[src/rtl/ccsc_pkg.sv]
`default_nettype none

package ccsc_pkg;

    // cubie counts and entry layout
    localparam int NUM_CORNERS   = 8;
    localparam int NUM_EDGES     = 12;
    localparam int CORNER_W      = 6;
    localparam int EDGE_W        = 5;
    localparam int CPOS_W        = 3;
    localparam int EPOS_W        = 4;
    localparam int ORI_W         = 3;
    localparam int CORNERS_W     = NUM_CORNERS * CORNER_W;
    localparam int EDGES_W       = NUM_EDGES * EDGE_W;
    localparam int ACTION_W      = 2;
    localparam int TWIST_W       = 12;
    localparam int FLIP_W        = 11;
    localparam int STATUS_W      = 3;
    localparam int EMASK_W       = 1 << EPOS_W;

    // coordinate spans
    localparam int TWIST_CORNERS = 7;
    localparam int FLIP_EDGES    = 11;

    // complete position sets
    localparam logic [EMASK_W-1:0]     FULL_EDGE_MASK   = 16'h0fff;
    localparam logic [NUM_CORNERS-1:0] FULL_CORNER_MASK = 8'hff;

    // base-3 place values, corner 0 most significant
    localparam logic [TWIST_W-1:0] TWIST_WEIGHT [TWIST_CORNERS] =
        '{12'd729, 12'd243, 12'd81, 12'd27, 12'd9, 12'd3, 12'd1};

    typedef enum logic [ACTION_W-1:0] {
        ACT_LOAD = 2'd0,
        ACT_MUL  = 2'd1,
        ACT_INV  = 2'd2
    } t_action;

    typedef enum logic [STATUS_W-1:0] {
        ST_OK             = 3'd0,
        ST_MISSING_EDGE   = 3'd1,
        ST_FLIP_PARITY    = 3'd2,
        ST_MISSING_CORNER = 3'd3,
        ST_TWIST          = 3'd4,
        ST_PERM_PARITY    = 3'd5
    } t_status;

    // twist of an orientation code, mirrored codes included
    function automatic logic [1:0] ori_mod3(input logic [ORI_W-1:0] o);
        logic [1:0] r;
        case (o) inside
            3'd0, 3'd3, 3'd6: r = 2'd0;
            3'd1, 3'd4, 3'd7: r = 2'd1;
            default:          r = 2'd2;
        endcase
        return r;
    endfunction

    function automatic logic [1:0] add_mod3(input logic [1:0] a, input logic [1:0] b);
        logic [2:0] s;
        s = {1'b0, a} + {1'b0, b};
        return (s >= 3'd3) ? 2'(s - 3'd3) : s[1:0];
    endfunction

    function automatic logic [1:0] neg_mod3(input logic [1:0] a);
        return (a == 2'd0) ? 2'd0 : 2'(2'd3 - a);
    endfunction

    function automatic logic [CORNERS_W-1:0] identity_corners();
        logic [CORNERS_W-1:0] v;
        v = '0;
        for (int i = 0; i < NUM_CORNERS; i++) begin
            v[i*CORNER_W +: CORNER_W] = CORNER_W'(i);
        end
        return v;
    endfunction

    function automatic logic [EDGES_W-1:0] identity_edges();
        logic [EDGES_W-1:0] v;
        v = '0;
        for (int i = 0; i < NUM_EDGES; i++) begin
            v[i*EDGE_W +: EDGE_W] = {EPOS_W'(i), 1'b0};
        end
        return v;
    endfunction

endpackage

`default_nettype wire

[src/rtl/ccsc_if.sv]
`default_nettype none

// command channel: action and operand cube
interface ccsc_in_if;
    import ccsc_pkg::*;

    logic                 valid;
    logic                 ready;
    logic [ACTION_W-1:0]  action;
    logic [CORNERS_W-1:0] operand_corners;
    logic [EDGES_W-1:0]   operand_edges;

    modport source (output valid, output action, output operand_corners,
                    output operand_edges, input ready);
    modport sink   (input valid, input action, input operand_corners,
                    input operand_edges, output ready);
endinterface

// result channel: new state, coordinates and check status
interface ccsc_out_if;
    import ccsc_pkg::*;

    logic                 valid;
    logic                 ready;
    logic [CORNERS_W-1:0] state_corners;
    logic [EDGES_W-1:0]   state_edges;
    logic [TWIST_W-1:0]   twist_coord;
    logic [FLIP_W-1:0]    flip_coord;
    logic [STATUS_W-1:0]  check_status;

    modport source (output valid, output state_corners, output state_edges,
                    output twist_coord, output flip_coord, output check_status,
                    input ready);
    modport sink   (input valid, input state_corners, input state_edges,
                    input twist_coord, input flip_coord, input check_status,
                    output ready);
endinterface

`default_nettype wire

[src/rtl/cube_cubie_state_compose.sv]
// Stage 1 is the state register; stage 2, the result register, captures it with its checks.
// Throughput: one item per cycle unless the result stalls; the state register updates at the input
// transfer, so each item sees the state left by the one before it.
// Stage 2 (coordinates and checks) stalls only while the result waits.
// Reset (synchronous, active low) loads identity corners and edges, empties both stages.
`default_nettype none

module cube_cubie_state_compose
    import ccsc_pkg::*;
(
    input  wire logic    i_clk,
    input  wire logic    i_rst_n,
    ccsc_in_if.sink      i_in,
    ccsc_out_if.source   o_out
);

    // held cube state and stage 1 occupancy
    logic [CORNERS_W-1:0] r_corners;
    logic [EDGES_W-1:0]   r_edges;
    logic                 r_s1_valid;

    // result register
    logic                 r_out_valid;
    logic [CORNERS_W-1:0] r_out_corners;
    logic [EDGES_W-1:0]   r_out_edges;
    logic [TWIST_W-1:0]   r_out_twist;
    logic [FLIP_W-1:0]    r_out_flip;
    logic [STATUS_W-1:0]  r_out_status;

    logic [CORNERS_W-1:0] n_corners;
    logic [EDGES_W-1:0]   n_edges;
    logic [TWIST_W-1:0]   n_twist;
    logic [FLIP_W-1:0]    n_flip;
    logic [STATUS_W-1:0]  n_status;

    logic                 in_xfer;
    logic                 s2_adv;

    // unpacked views of the held state and the operand
    logic [CORNER_W-1:0]  sc [NUM_CORNERS];
    logic [EDGE_W-1:0]    se [NUM_EDGES];
    logic [CORNER_W-1:0]  bc [NUM_CORNERS];
    logic [EDGE_W-1:0]    be [NUM_EDGES];

    // product and inverse
    logic [CORNERS_W-1:0] mul_corners;
    logic [EDGES_W-1:0]   mul_edges;
    logic [CORNER_W-1:0]  ic [NUM_CORNERS];
    logic [EDGE_W-1:0]    ie [NUM_EDGES];
    logic [CORNERS_W-1:0] inv_corners;
    logic [EDGES_W-1:0]   inv_edges;

    // handshake: stage 2 moves when the result register is free or drains
    assign s2_adv     = !r_out_valid || o_out.ready;
    assign i_in.ready = !r_s1_valid || s2_adv;
    assign in_xfer    = i_in.valid && i_in.ready;

    always_comb begin
        for (int i = 0; i < NUM_CORNERS; i++) begin
            sc[i] = r_corners[i*CORNER_W +: CORNER_W];
            bc[i] = i_in.operand_corners[i*CORNER_W +: CORNER_W];
        end
        for (int i = 0; i < NUM_EDGES; i++) begin
            se[i] = r_edges[i*EDGE_W +: EDGE_W];
            be[i] = i_in.operand_edges[i*EDGE_W +: EDGE_W];
        end
    end

    // right-multiply the state by the operand
    always_comb begin
        logic [CORNER_W-1:0] src_c;
        logic [ORI_W-1:0]    oa;
        logic [ORI_W-1:0]    ob;
        logic [1:0]          ra;
        logic [1:0]          rb;
        logic [1:0]          r;
        logic [ORI_W-1:0]    o;
        logic [EPOS_W-1:0]   p;
        logic [EDGE_W-1:0]   src_e;
        mul_corners = '0;
        mul_edges   = '0;
        for (int i = 0; i < NUM_CORNERS; i++) begin
            src_c = sc[bc[i][CPOS_W-1:0]];
            oa    = src_c[CORNER_W-1:CPOS_W];
            ob    = bc[i][CORNER_W-1:CPOS_W];
            ra    = ori_mod3(oa);
            rb    = ori_mod3(ob);
            // mirrored source turns the operand twist the other way
            r     = (oa < 3'd3) ? add_mod3(ra, rb) : add_mod3(ra, neg_mod3(rb));
            o     = {1'b0, r};
            if ((oa >= 3'd3) != (ob >= 3'd3)) begin
                o = o + 3'd3;
            end
            mul_corners[i*CORNER_W +: CORNER_W] = {o, src_c[CPOS_W-1:0]};
        end
        for (int i = 0; i < NUM_EDGES; i++) begin
            p     = be[i][EDGE_W-1:1];
            // a position past the last edge picks a zero entry
            src_e = (p < EPOS_W'(NUM_EDGES)) ? se[p] : '0;
            mul_edges[i*EDGE_W +: EDGE_W] = src_e ^ {{(EDGE_W-1){1'b0}}, be[i][0]};
        end
    end

    // invert the state; on repeated positions the higher source index wins
    always_comb begin
        logic [EPOS_W-1:0] p;
        logic [ORI_W-1:0]  o;
        logic [1:0]        r;
        logic [ORI_W-1:0]  n;
        for (int i = 0; i < NUM_EDGES; i++) begin
            ie[i] = {EPOS_W'(i), 1'b0};
        end
        for (int i = 0; i < NUM_CORNERS; i++) begin
            ic[i] = CORNER_W'(i);
        end
        for (int i = 0; i < NUM_EDGES; i++) begin
            p = se[i][EDGE_W-1:1];
            if (p < EPOS_W'(NUM_EDGES)) begin
                ie[p] = {EPOS_W'(i), se[i][0]};
            end
        end
        for (int i = 0; i < NUM_CORNERS; i++) begin
            o = sc[i][CORNER_W-1:CPOS_W];
            r = ori_mod3(o);
            n = (o >= 3'd3) ? ({1'b0, r} + 3'd3) : {1'b0, neg_mod3(r)};
            ic[sc[i][CPOS_W-1:0]] = {n, CPOS_W'(i)};
        end
        for (int i = 0; i < NUM_CORNERS; i++) begin
            inv_corners[i*CORNER_W +: CORNER_W] = ic[i];
        end
        for (int i = 0; i < NUM_EDGES; i++) begin
            inv_edges[i*EDGE_W +: EDGE_W] = ie[i];
        end
    end

    // select the next state; the unused action holds it
    always_comb begin
        case (t_action'(i_in.action))
            ACT_LOAD: begin
                n_corners = i_in.operand_corners;
                n_edges   = i_in.operand_edges;
            end
            ACT_MUL: begin
                n_corners = mul_corners;
                n_edges   = mul_edges;
            end
            ACT_INV: begin
                n_corners = inv_corners;
                n_edges   = inv_edges;
            end
            default: begin
                n_corners = r_corners;
                n_edges   = r_edges;
            end
        endcase
    end

    // coordinates and checks of the held state
    always_comb begin
        logic [EMASK_W-1:0]     emask;
        logic [NUM_CORNERS-1:0] cmask;
        logic                   fsum;
        logic [1:0]             osum;
        logic                   par;
        emask   = '0;
        cmask   = '0;
        fsum    = 1'b0;
        osum    = 2'd0;
        par     = 1'b0;
        n_twist = '0;
        n_flip  = '0;
        for (int i = 0; i < TWIST_CORNERS; i++) begin
            n_twist = n_twist
                + TWIST_W'(TWIST_WEIGHT[i] * ori_mod3(sc[i][CORNER_W-1:CPOS_W]));
        end
        for (int i = 0; i < FLIP_EDGES; i++) begin
            n_flip[FLIP_EDGES-1-i] = se[i][0];
        end
        for (int i = 0; i < NUM_EDGES; i++) begin
            emask[se[i][EDGE_W-1:1]] = 1'b1;
            fsum = fsum ^ se[i][0];
        end
        for (int i = 0; i < NUM_CORNERS; i++) begin
            cmask[sc[i][CPOS_W-1:0]] = 1'b1;
            osum = add_mod3(osum, ori_mod3(sc[i][CORNER_W-1:CPOS_W]));
        end
        for (int i = 0; i < NUM_EDGES; i++) begin
            for (int j = i + 1; j < NUM_EDGES; j++) begin
                if (se[i][EDGE_W-1:1] > se[j][EDGE_W-1:1]) begin
                    par = ~par;
                end
            end
        end
        for (int i = 0; i < NUM_CORNERS; i++) begin
            for (int j = i + 1; j < NUM_CORNERS; j++) begin
                if (sc[i][CPOS_W-1:0] > sc[j][CPOS_W-1:0]) begin
                    par = ~par;
                end
            end
        end
        // report the first failing check
        if (emask != FULL_EDGE_MASK) begin
            n_status = ST_MISSING_EDGE;
        end else if (fsum) begin
            n_status = ST_FLIP_PARITY;
        end else if (cmask != FULL_CORNER_MASK) begin
            n_status = ST_MISSING_CORNER;
        end else if (osum != 2'd0) begin
            n_status = ST_TWIST;
        end else if (par) begin
            n_status = ST_PERM_PARITY;
        end else begin
            n_status = ST_OK;
        end
    end

    // control and state registers
    always_ff @(posedge i_clk) begin
        if (!i_rst_n) begin
            r_corners   <= identity_corners();
            r_edges     <= identity_edges();
            r_s1_valid  <= 1'b0;
            r_out_valid <= 1'b0;
        end else begin
            if (in_xfer) begin
                r_corners  <= n_corners;
                r_edges    <= n_edges;
                r_s1_valid <= 1'b1;
            end else if (s2_adv) begin
                r_s1_valid <= 1'b0;
            end
            if (s2_adv) begin
                r_out_valid <= r_s1_valid;
            end
        end
    end

    // capture the result payload as stage 1 advances
    always_ff @(posedge i_clk) begin
        if (s2_adv && r_s1_valid) begin
            r_out_corners <= r_corners;
            r_out_edges   <= r_edges;
            r_out_twist   <= n_twist;
            r_out_flip    <= n_flip;
            r_out_status  <= n_status;
        end
    end

    assign o_out.valid         = r_out_valid;
    assign o_out.state_corners = r_out_corners;
    assign o_out.state_edges   = r_out_edges;
    assign o_out.twist_coord   = r_out_twist;
    assign o_out.flip_coord    = r_out_flip;
    assign o_out.check_status  = r_out_status;

    // a load transfer puts the operand into the held state
    a_load_state: assert property (@(posedge i_clk) disable iff (!i_rst_n)
        (in_xfer && i_in.action == ACT_LOAD) |=>
            (r_corners == $past(i_in.operand_corners)
             && r_edges == $past(i_in.operand_edges)))
        else $error("load did not replace the held state");

    // a stalled stage 1 keeps its item and the state
    a_s1_hold: assert property (@(posedge i_clk) disable iff (!i_rst_n)
        (r_s1_valid && !s2_adv) |=> (r_s1_valid && $stable(r_corners) && $stable(r_edges)))
        else $error("stage 1 lost its item while stalled");

    // an advancing stage 1 item reaches the result register
    a_s1_to_out: assert property (@(posedge i_clk) disable iff (!i_rst_n)
        (r_s1_valid && s2_adv) |=> o_out.valid)
        else $error("stage 1 item did not reach the output");

    // input backpressure only when both stages are full
    a_ready_full: assert property (@(posedge i_clk) disable iff (!i_rst_n)
        !i_in.ready |-> (r_s1_valid && r_out_valid && !o_out.ready))
        else $error("input stalled with room in the pipeline");

endmodule

`default_nettype wire

[src/flat_wrapper.sv]
// flat-port wrapper written by rule: the top's interface ports become plain ports
module cube_cubie_state_compose_flat import ccsc_pkg::*;
  (i_clk, i_rst_n, i_in_valid, i_in_action, i_in_operand_corners, i_in_operand_edges, i_in_ready, o_out_valid, o_out_state_corners, o_out_state_edges, o_out_twist_coord, o_out_flip_coord, o_out_check_status, o_out_ready);
  ccsc_in_if i_in_i ();
  ccsc_out_if o_out_i ();
  input  wire logic i_clk;
  input  wire logic i_rst_n;
  input wire logic [$bits(i_in_i.valid)-1:0] i_in_valid;
  input wire logic [$bits(i_in_i.action)-1:0] i_in_action;
  input wire logic [$bits(i_in_i.operand_corners)-1:0] i_in_operand_corners;
  input wire logic [$bits(i_in_i.operand_edges)-1:0] i_in_operand_edges;
  output wire logic [$bits(i_in_i.ready)-1:0] i_in_ready;
  output wire logic [$bits(o_out_i.valid)-1:0] o_out_valid;
  output wire logic [$bits(o_out_i.state_corners)-1:0] o_out_state_corners;
  output wire logic [$bits(o_out_i.state_edges)-1:0] o_out_state_edges;
  output wire logic [$bits(o_out_i.twist_coord)-1:0] o_out_twist_coord;
  output wire logic [$bits(o_out_i.flip_coord)-1:0] o_out_flip_coord;
  output wire logic [$bits(o_out_i.check_status)-1:0] o_out_check_status;
  input wire logic [$bits(o_out_i.ready)-1:0] o_out_ready;
  assign i_in_i.valid = i_in_valid;
  assign i_in_i.action = i_in_action;
  assign i_in_i.operand_corners = i_in_operand_corners;
  assign i_in_i.operand_edges = i_in_operand_edges;
  assign i_in_ready = i_in_i.ready;
  assign o_out_valid = o_out_i.valid;
  assign o_out_state_corners = o_out_i.state_corners;
  assign o_out_state_edges = o_out_i.state_edges;
  assign o_out_twist_coord = o_out_i.twist_coord;
  assign o_out_flip_coord = o_out_i.flip_coord;
  assign o_out_check_status = o_out_i.check_status;
  assign o_out_i.ready = o_out_ready;
  cube_cubie_state_compose u_core (.i_clk(i_clk), .i_rst_n(i_rst_n), .i_in(i_in_i), .o_out(o_out_i));
endmodule
[config.mk]
export PLATFORM = sky130hd
export DESIGN_NAME = cube_cubie_state_compose_flat
export DESIGN_NICKNAME = d
export VERILOG_FILES = /design/src/rtl/ccsc_pkg.sv /design/src/rtl/ccsc_if.sv /design/src/rtl/cube_cubie_state_compose.sv /design/src/flat_wrapper.sv
export SDC_FILE = /design/constraint.sdc
export NUM_CORES = 2
export LEC_CHECK = 0
export BUFFER_PORTS_ARGS = -buffer_cell sky130_fd_sc_hd__buf_2
export CAP_MARGIN = 40
export CORE_UTILIZATION = 35
export CTS_CLUSTER_DIAMETER = 150
export DETAILED_ROUTE_END_ITERATION = 6
export PLACE_DENSITY = 0.62
export SKIP_LAST_GASP = 1
export SLEW_MARGIN = 25
export SYNTH_ARGS = -nofsm -noshare
export SYNTH_HDL_FRONTEND = slang
export SYNTH_SLANG_ARGS = --single-unit
[constraint.sdc]
create_clock -name i_clk -period 11.89 [get_ports i_clk]
set_clock_uncertainty 0.2 [all_clocks]
set_input_delay 1.189 -clock i_clk [delete_from_list [all_inputs] [get_ports i_clk]]
set_output_delay 1.189 -clock i_clk [all_outputs]
set_load 0.01 [all_outputs]
-- Yosys cells after proc, flatten, opt, wreduce, memory -nomap -nowiden
Index checks and enable logic that the tools add are counted.
- register bits: 244
- bits in latches: 0
- memory bits (writable): 0
- memory bits (read-only): 0
- bits of input ports: 114
- word-level logic and storage cells: 1221
- memories kept: 0
- $add $sub $neg: 85
- multiply operators: 6
- div/mod/pow operators: 0
- magnitude comparators: 274
- equal/unequal tests: 132
- shifts and indexed selects: 0
- multiplexer cells: 396
- bitwise operators: 178
- reductions and logical operators: 140
- operators with widths (cell ; number):
    two-way mux 60 bit ; 12
    bitwise mux 60 bit ; 11
    bitwise mux 48 bit ; 7
    > comparator 4 bit ; 66
    binary-select mux 5 bit (select 4 bit) ; 12
    demux 5 bit (select 4 bit) ; 12
    two-way mux 5 bit ; 48
    == test 3 bit (second input constant) ; 72
    two-way mux 2 bit ; 98
    one-hot mux 60 bit (3 select lines) ; 1
    OR 16 bit ; 11
    OR reduction 3 bit ; 49
    binary-select mux 6 bit (select 3 bit) ; 8
    demux 6 bit (select 3 bit) ; 8
    two-way mux 6 bit ; 24
    one-hot mux 48 bit (3 select lines) ; 1
    greater-or-equal comparator 3 x 2 -> 1 bit (second input constant) ; 47
    greater-or-equal comparator 5 bit (second input constant) ; 24
    NOT 4 -> 5 bit ; 24
    two-way mux 1 bit ; 116
    less-than comparator 4 bit (second input constant) ; 24
    NOT 1 bit ; 93
    > comparator 3 bit ; 28
    == test 3 x 1 -> 1 bit (second input constant) ; 24
    other kinds (50) ; 391

-- Longest topological paths before layout
- depth in word-level cells: 192
- depth in mapped cells: 47

-- Least setup slack after synthesis
No wires, ideal clock.
- path kind: reg-to-reg
- start: register u_core.r_corners[4]
- end: register u_core.r_out_status[2] (netlist: u_core.o_out.check_status[2]) (data pin)
- data arrival time: 9.739 ns
- data required time: 11.419 ns
- setup slack: 1.680 ns
- cell stages (with the launch flop): 43
- buffers on the path: 1
- clock period less this slack: 10.210 ns
- cells stage by stage: dfxtp_1 > clkbuf_1 > nand2b_1 > o22ai_1 > fa_1 > ha_1 > nor2_1 > o21ai_0 > ha_1 > fa_1 > ha_1 > nor2_1 > nand3b_1 > o21ai_0 > ha_1 > fa_1 > ha_1 > or3_1 > [... 7 more ...] > ha_1 > inv_1 > fa_1 > inv_1 > ha_1 > nor3b_1 > a21oi_1 > ha_1 > fa_1 > ha_1 > or3_1 > a21oi_1 > ha_1 > fa_1 > ha_1 > nor3_1 > mux2i_1 > a2111oi_2
- longest elaborated chain between the ends: 29
- elaborated cells on any way between the ends: 43
- those cells by class: 15 x add/sub; 8 x order compare; 5 x eq/ne; 11 x mux; 4 x reduce/logical
- ends and longest elaborated chain (element ; RTL line ; text):
    start: declaration ; cube_cubie_state_compose.sv:18 ; logic [CORNERS_W-1:0] r_corners;
    start signal: assignment ; cube_cubie_state_compose.sv:220 ; r_corners <= identity_corners();
    start signal: assignment ; cube_cubie_state_compose.sv:226 ; r_corners <= n_corners;
    == test 3 bit or == test 3 x 1 -> 1 bit (tied branches) ; cube_cubie_state_compose.sv:185 ; osum = add_mod3(osum, ori_mod3(sc[i][CORNER_W-1:CPOS_W]));
    OR reduction 3 bit ; ccsc_pkg.sv:51 ; case (o) inside
    two-way mux 2 bit ; ccsc_pkg.sv:51 ;
    two-way mux 2 bit * ; ccsc_pkg.sv:51 ;
    subtractor 2 bit or greater-or-equal comparator 2 bit (tied branches) ; ccsc_pkg.sv:62 ; return (s >= 3'd3) ? 2'(s - 3'd3) : s[1:0];
    two-way mux 2 bit * ; ccsc_pkg.sv:62 ;
    adder 2 x 2 -> 3 bit * ; ccsc_pkg.sv:61 ; s = {1'b0, a} + {1'b0, b};
    greater-or-equal comparator 3 x 2 -> 1 bit or subtractor 2 bit (tied branches) ; ccsc_pkg.sv:62 ;
    [... 13 more ...] ; - ;
    adder 2 x 2 -> 3 bit * ; ccsc_pkg.sv:61 ;
    greater-or-equal comparator 3 x 2 -> 1 bit or subtractor 2 bit (tied branches) ; ccsc_pkg.sv:62 ;
    two-way mux 2 bit * ; ccsc_pkg.sv:62 ;
    adder 2 x 2 -> 3 bit * ; ccsc_pkg.sv:61 ;
    greater-or-equal comparator 3 x 2 -> 1 bit or subtractor 2 bit (tied branches) ; ccsc_pkg.sv:62 ;
    two-way mux 2 bit * ; ccsc_pkg.sv:62 ;
    nonzero test 2 bit * ; cube_cubie_state_compose.sv:208 ; end else if (osum != 2'd0) begin
    two-way mux 3 bit * ; cube_cubie_state_compose.sv:208 ;
    end signal: assignment ; cube_cubie_state_compose.sv:245 ; r_out_status <= n_status;
    end: declaration ; cube_cubie_state_compose.sv:28 ; logic [STATUS_W-1:0] r_out_status;
Every way passes the cells marked *; elsewhere a longest branch is shown, timed or not.
A chain may end at the register's enable or synchronous reset.

-- Worst setup path after layout
- start: register u_core.r_corners[11]
- end: register u_core.r_out_status[2] (netlist: u_core.o_out.check_status[2]) (data pin)
- longest elaborated chain between the ends: 27
- elaborated cells on any way between the ends: 40
- those cells by class: 14 x add/sub; 7 x order compare; 5 x eq/ne; 10 x mux; 4 x reduce/logical
- ends and longest elaborated chain (element ; RTL line):
    == test 3 bit or == test 3 x 1 -> 1 bit (tied branches) ; cube_cubie_state_compose.sv:185
    OR reduction 3 bit ; ccsc_pkg.sv:51
    two-way mux 2 bit ; ccsc_pkg.sv:51
    two-way mux 2 bit * ; ccsc_pkg.sv:51
    adder 2 x 2 -> 3 bit * ; ccsc_pkg.sv:61
    greater-or-equal comparator 3 x 2 -> 1 bit or subtractor 2 bit (tied branches) ; ccsc_pkg.sv:62
    two-way mux 2 bit * ; ccsc_pkg.sv:62
    adder 2 x 2 -> 3 bit * ; ccsc_pkg.sv:61
    [... 11 more ...] ; -
    adder 2 x 2 -> 3 bit * ; ccsc_pkg.sv:61
    greater-or-equal comparator 3 x 2 -> 1 bit or subtractor 2 bit (tied branches) ; ccsc_pkg.sv:62
    two-way mux 2 bit * ; ccsc_pkg.sv:62
    adder 2 x 2 -> 3 bit * ; ccsc_pkg.sv:61
    greater-or-equal comparator 3 x 2 -> 1 bit or subtractor 2 bit (tied branches) ; ccsc_pkg.sv:62
    two-way mux 2 bit * ; ccsc_pkg.sv:62
    nonzero test 2 bit * ; cube_cubie_state_compose.sv:208
    two-way mux 3 bit * ; cube_cubie_state_compose.sv:208
Marked as above.

==> impl_metrics.ini <==
[outcome]
status = finished, violations left
violations = DRC

[power_and_ir_drop]
combinationalPowerShare_pct = 68.5
seqPwrFrac_pct = 15.1
p_int_mw = 3.65
power_per_cell_area_mw_per_mm2 = 167
swShare_pct = 47.3
power_mw = 6.93
max-vdd-ir-drop_v = 0.000477
p_switching_mw = 3.28
clock_power_share_pct = 16.4
p_leak_nw = 16.5

[logic_synthesis]
synth_nets = 4997
synthTopCellsByCount = 449 x ha_1, 366 x nand2_1, 346 x o21ai_0
postSynthAreaPerCell_um2 = 8.60
yosysUniqueCellTypes = 86
yosys.area.top_type_share_pct = 16.3
synth_area_mm2 = 0.0377
synth_top_area_cell = mux4_2
synthArstFlopShare_pct = 0
synth_area_leaders = mux4_2 16%, ha_1 15%, edfxtp_1 9.8%, dfxtp_1 5.8%, o21ai_0 4.6%
synth_seq_cells = 233
synth.most_common_cell = ha_1
dominantRegCellSynth = edfxtp_1
synth_edf_count = 123
ys_warn_count = 0
synthCells = 4383
synth-seq-area-share_pct = 15.6

[cts]
holdBufCountCts = 0
post_cts_buffers = 0
clk_path_buf_depth = 3
path_clk_slew_ns = 0.06
insertion_delay_ns = 0.62
htreeDepth = 2
ctsResizeCount = 0
root_buffer = clkbuf_16
cts_buffers = 37
cts_tree = done
clkSinkCount = 233

[global_route]
antenna_found_initial = 15
grt_pass1_vias = 36800
gr-total-overflow = 0
grt_max_degree = 109
grt_use_total_pct = 31.4
grt_first_pass_wirelength_mm = 253

[detailed_routing]
detail_route.vias_per_cell = 6.64
vias = 39100
drt-initial-drc-count = 5233
firstDrtPassIters = 7
antenna_left = 0
routed_wirelength_mm = 175
wl_per_cell_um = 29.8
drcViolationCount = 3

[floorplanning]
initial_core_util_pct = 35.3
die-area_mm2 = 0.109
fp.dieH_um = 330
num_rows = 120
coreArea_mm2 = 0.107
die_w_um = 330
ios = 250

[setup_path]
crit_buf_inv = 3
r2r_cells = 45
arrival_ns = 11.25
r2r-end = u_core.o_out.check_status[2]
cp_top_family = adder cells
reg2reg_slack_ns = 0.78
crit_path_end_kind = register
required_ns = 12.03
crit_fanout = 16
critPathSlowestCell = dfxtp_1
reg2reg_from = u_core.r_corners[11]
setup.worst_path.start_class = register
slowest_delay_ns = 0.73
cpMostUsedCell = ha_1
critPathKind = reg -> reg

[timing]
hold_violations = 0
rsz0062_at_grt = false
worst_pin_slew_ns = 1.07
fmax_ghz = 0.0900
finalCritPeriodShare_pct = 93.5
fin_hold_ws_ns = 0.296
setup_ws_ns = 0.778
fin_crit_ns = 11.11
slew_headroom_pct = 29.0
finalSetupViolCount = 0
tns_ns = 0
maxSlewViolCount = 0

[placement]
numPortBuffers = 249
dp.final_hpwl_mm = 121
dp_slack_ns = 0.859
place_congestion = 1.05

[job]
drv_cap = 0

[layout]
nFillCells = 10900
drive_gt1_share_pct = 16.7
utilization_pct = 38.9
area_growth_syn_to_layout_pct = 10.3
fin_nets = 5067

[worst_hold_path]
worstHoldPathType = reg -> reg
min_from = u_core.r_s1_valid
hold_end = u_core.o_out.valid
holdPathStages = 1
flip-flops by register name (all words and copies together) (netlist names):
name                        cells
u_core.o_out.check_status       3
u_core.o_out.state_edges       50
u_core.r_s1_valid               1
u_core.o_out.twist_coord       12
u_core.o_out.state_corners     48
u_core.o_out.valid              1
u_core.r_corners               48
u_core.o_out.flip_coord        10
u_core.r_edges                 60
layout make-up:
| class | count | area [um^2] | area share [%] |
|---|---|---|---|
| Sequential cell | 233 | 5900 | 14.2 |
| Timing Repair Buffer | 378 | 2280 | 5.49 |
| Inverter | 273 | 1030 | 2.47 |
| Tap cell | 1403 | 1760 | 4.22 |
| Antenna cell | 7 | 17.5 | 0.0421 |
| Clock buffer | 50 | 1030 | 2.47 |
| Multi-Input combinational cell | 3530 | 29400 | 70.7 |
| Clock inverter | 15 | 160 | 0.385 |
power groups by stage:
stage               Combinational [mW]  Clock, mW  Sequential [mW]
global route                      5.24       1.19             1.05
finish                            4.74       1.14             1.05
CTS                               4.74       1.17             1.04
floorplan                         3.46          0             1.04
global placement                  4.67          0             1.06
detailed placement                4.70          0             1.06
logic make-up after synthesis:
family / count (synthesis) / synth area share, %
AOI/OAI and AO/OA: 1297 / 21.8
xor gates and xnor gates: 137 / 3.62
adders and majority gates: 500 / 17.6
buffers and inverters: 620 / 6.44
DFF: 233 / 15.6
muxes: 372 / 19.1
and+or+nand+nor: 1224 / 15.8
how the worst max path moves through the flow:
stage               cells after the start  slack, ns                            to                  from
global route                           45       0.03  u_core.o_out.check_status[2]  u_core.r_corners[11]
detailed placement                     45       0.86  u_core.o_out.check_status[2]  u_core.r_corners[11]
floorplan                              42       1.68  u_core.o_out.check_status[2]   u_core.r_corners[4]
CTS                                    45       0.79  u_core.o_out.check_status[2]  u_core.r_corners[11]
global placement                       44       0.91  u_core.o_out.check_status[2]  u_core.r_corners[11]
finish                                 45       0.78  u_core.o_out.check_status[2]  u_core.r_corners[11]
layout by cell type, fill, tap and decap left out, types with 104 or more instances in the layout:
master,instances
ha_1,447
nand2_1,366
o21ai_0,346
a21oi_1,302
mux4_2,273
buf_2,259
inv_1,251
nor2_1,242
nand3_1,143
edfxtp_1,123
o211ai_1,118
nor3_1,113
buf_4,109
xnor2_1,106
dfxtp_1,104
metal layers:
metal	part of all wire, %	global-route usage [%]	vias up
met5	0.12	0.130	-
met4	6.7	17.4	18
met3	12	8.96	691
met2	44	48.4	2816
met1	37	39.5	18800
li1	-	-	16800
through the flow:
stage,cell area (um^2),cells
3_5_place_dp,40300,5807
3_3_place_gp,40200,5795
5_1_grt,41600,5886
2_1_floorplan,37700,4383
4_1_cts,41500,5872
6_report,41600,5889
Power figures use the tool's default switching activity.
